==> src/hdl/tiv_ram.sv <==
// ----------------------------------------------------------------------------
// tiv_ram
// Generic single-write, single-read RAM with a registered read port.
// ----------------------------------------------------------------------------
module tiv_ram #(
  parameter int WIDTH = 8,
  parameter int DEPTH = 16
) (
  input  logic                     clk,
  input  logic                     wr_en,
  input  logic [$clog2(DEPTH)-1:0] wr_addr,
  input  logic [WIDTH-1:0]         wr_data,
  input  logic                     rd_en,
  input  logic [$clog2(DEPTH)-1:0] rd_addr,
  output logic [WIDTH-1:0]         rd_data
);

  logic [WIDTH-1:0] mem [DEPTH];

  always_ff @(posedge clk) begin
    if (wr_en) begin
      mem[wr_addr] <= wr_data;
    end
    if (rd_en) begin
      rd_data <= mem[rd_addr];
    end
  end

endmodule
==> config.mk <==
export PLATFORM = sky130hd
export DESIGN_NAME = tiv_ram
export DESIGN_NICKNAME = d
export VERILOG_FILES = /design/src/hdl/tiv_ram.sv
export SDC_FILE = /design/constraint.sdc
export NUM_CORES = 1
export LEC_CHECK = 0
export BUFFER_PORTS_ARGS = -buffer_cell sky130_fd_sc_hd__buf_2
export CAP_MARGIN = 20
export CORE_MARGIN = 2
export CORE_UTILIZATION = 60
export CTS_CLUSTER_SIZE = 14
export DETAILED_ROUTE_END_ITERATION = 10
export PLACE_DENSITY = 0.78
export SETUP_SLACK_MARGIN = 0.15
export SLEW_MARGIN = 20
export SYNTH_ARGS = -nofsm -noshare
export SYNTH_HDL_FRONTEND = slang
export SYNTH_SLANG_ARGS = --single-unit
==> constraint.sdc <==
create_clock -name clk -period 2 [get_ports clk]
set_input_delay 0.1 -clock clk [delete_from_list [all_inputs] [get_ports clk]]
set_output_delay 0.1 -clock clk [all_outputs]
set_load 0.01 [all_outputs]
==> reports/metrics.csv <==
stage,metric,value,unit
run_status,status,finished clean,
power,p_leak,0.00219,uW
global_route,track_usage,0.242,
sta,finalWorstPathRequiredPeriod,1.61,ns
floorplan,std_cell_rows,34,
sta,rsz0062_at_grt,false,
detailed_routing,wirelength,10.5,mm
floorplan,dieWidth,97.3,um
worst_setup_path,required,2.25,ns
power,power.density,1090,mW/mm^2
detailed_routing,detail_route.iter0.violations,349,
floorplan,start_util,0.608,
floorplan,fp.coreArea,0.00859,mm^2
global_route,grt_pass1_wl,16.1,mm
cts,post_cts_resized,0,
cts,h-tree-depth,4,
cts,cts_tree,yes,
sta,fin_crit_sh,0.806,
sta,max_slew_margin,0.526,
floorplan,num_io_pins,27,
sta,fin_hold_ws,0.143,ns
worst_setup_path,cp-start-kind,flip-flop,
detailed_routing,vias_per_cell,6.25,
yosys,synth_seq_area_share,0.781,
sta,finalHoldViolCount,0,
detailed_routing,drc,0,
yosys,syn_avg_cell_area,22.8,um^2
detailed_routing,routedWlPerCell,25.2,um
global_route,grt-ovfl-total,0,
final_layout,postLayoutCellArea,0.00635,mm^2
detailed_routing,ant_nets,0,
cts,clock-sinks,136,
job,cap_viol_max_count,0,
yosys,synth_warnings,0,
final_layout,layout_commonest_cell,edfxtp_1,
global_route,antenna_found_initial,0,
detailed_routing,met3RoutedLength,976,um
final_layout,syn_to_final_growth,21.4,%
cts,clk_pin_slew,0.06,ns
detailed_routing,met2WireLength,5.31,mm
detailed_routing,wl_met1,4.08,mm
power,ir_worst_vdd,0.000505,V
placement,io_buffers,26,
worst_setup_path,critPathKind,reg -> reg,
global_route,grt_pass1_vias,2620,
yosys,synth_fp_nets,248,
yosys,yosys.area.top_type,edfxtp_1,
placement,place.detailed.hpwl,6.08,mm
yosys,synth.distinct_cells,18,
cts,cts_buffer_depth,2,
detailed_routing,top_layer,met4,
yosys,yosysTopAreaCellShare,0.781,
floorplan,fp.dieH,97.3,um
yosys,syn_inst,229,
worst_setup_path,path_max_fanout,1,
final_layout,nets,314,
final_layout,fin_util,0.739,
worst_setup_path,critPathCaptureType,flip-flop,
global_route,grt_max_degree,33,
final_layout,drive_gt1_frac,0.308,
worst_setup_path,arrival,1.86,ns
placement,gp_congestion,0.734,
sta,skew,0.0103,ns
yosys,netlist_area,0.00523,mm^2
sta,final.setup.tns,0,ns
final_layout,final_cell_mix,"edfxtp_1 (136), buf_2 (26), buf_4 (19), mux4_2 (18)",
detailed_routing,drt-pass1-iter-count,5,
sta,tightest_slew,0.709,ns
sta,drv_slew,0,
worst_hold_path,min_path_type,in -> reg,
final_layout,diodes,0,
sta,setup_viol,0,
floorplan,dieArea,0.00948,mm^2
cts,clk_latency,0.51,ns
yosys,synth-seq-cells,136,
cts,root_buffer,clkbuf_8,
sta,timing.fmax,0.621,GHz
placement,place_area,0.00561,mm^2
cts,cts_buffers,17,
detailed_routing,num_vias,2600,
yosys,synthTopCellsByArea,"edfxtp_1 (78%), mux4_2 (7.8%), mux4_1 (7.0%)",
## worst max-delay path, cell delays in order, from the launching register on
cell and delay [ns]:
edfxtp_1 0.37, mux4_1 0.54, a22oi_1 0.31, nand2_1 0.13
## path summary, 6_finish.rpt
path	startpoint	endpoint	cells past startpoint	slack [ns]
setup / recovery	mem[1][5]	rd_data[5]	3	0.39
hold / removal	wr_addr[0]	mem[8][4]	3	0.14
setup reg to reg	mem[1][5]	rd_data[5]	3	0.39
hold reg to reg	mem[13][1]	rd_data[1]	3	0.77
## metrics by stage
stage,total power [uW],cells,worst slack (ns)
2_1_floorplan,3450,229,0.407
3_3_place_gp,3580,375,0.258
3_5_place_dp,3600,375,0.257
4_1_cts,6980,416,0.377
5_1_grt,7120,416,0.372
6_report,6930,416,0.389
## kinds of logic (layout without fill, tap and decap cells)
kind of cell           count (synthesis)  in the layout  synth area share
buffers and inverters                 10             89            0.0165
muxes                                 32             32             0.148
AOI/OAI and AO/OA                     16             16            0.0230
DFF                                  136            136             0.781
and+or+nand+nor                       35             35            0.0314
## cells in the mapped netlist
cell,count
a22oi_1,16
and2_1,1
and2b_1,1
buf_2,3
buf_4,1
buf_6,3
clkdlybuf4s25_2,3
edfxtp_1,136
mux4_1,14
mux4_2,18
nand2_1,9
nand2b_1,2
nand3_1,1
nand3b_1,2
nor2_1,13
nor2b_1,1
nor3_1,4
or3b_2,1
## routing by layer
metal	vias up	global-route usage
li1	1116	-
met1	1306	0.350
met2	164	0.372
met3	14	0.0518
met4	0	0.0962
met5	-	0
## state kept, by name, summed over array words and instances (netlist names)
register,flops
rd_data,8
mem,128
## timing repair
action / in CTS / in global routing
hold buffers: 9 / 0
setup endpoints to repair: 0 / 0
buffers inserted: 0 / 0
hold endpoints to repair: 130 / 0
## power by group
group	internal (uW)	switching (uW)	leakage (uW)
combinational	144	183	0.000640
clock	2270	1110	0.000311
sequential	3210	17.9	0.00124
## cell type report
cell class	count	area [um^2]
Clock buffer	19	422
Clock inverter	13	226
Fill cell	472	2250
Multi-Input combinational cell	83	1060
Sequential cell	136	4080
Tap cell	108	135
Timing Repair Buffer	57	423
Note: power is estimated with default switching activity, not from simulation.
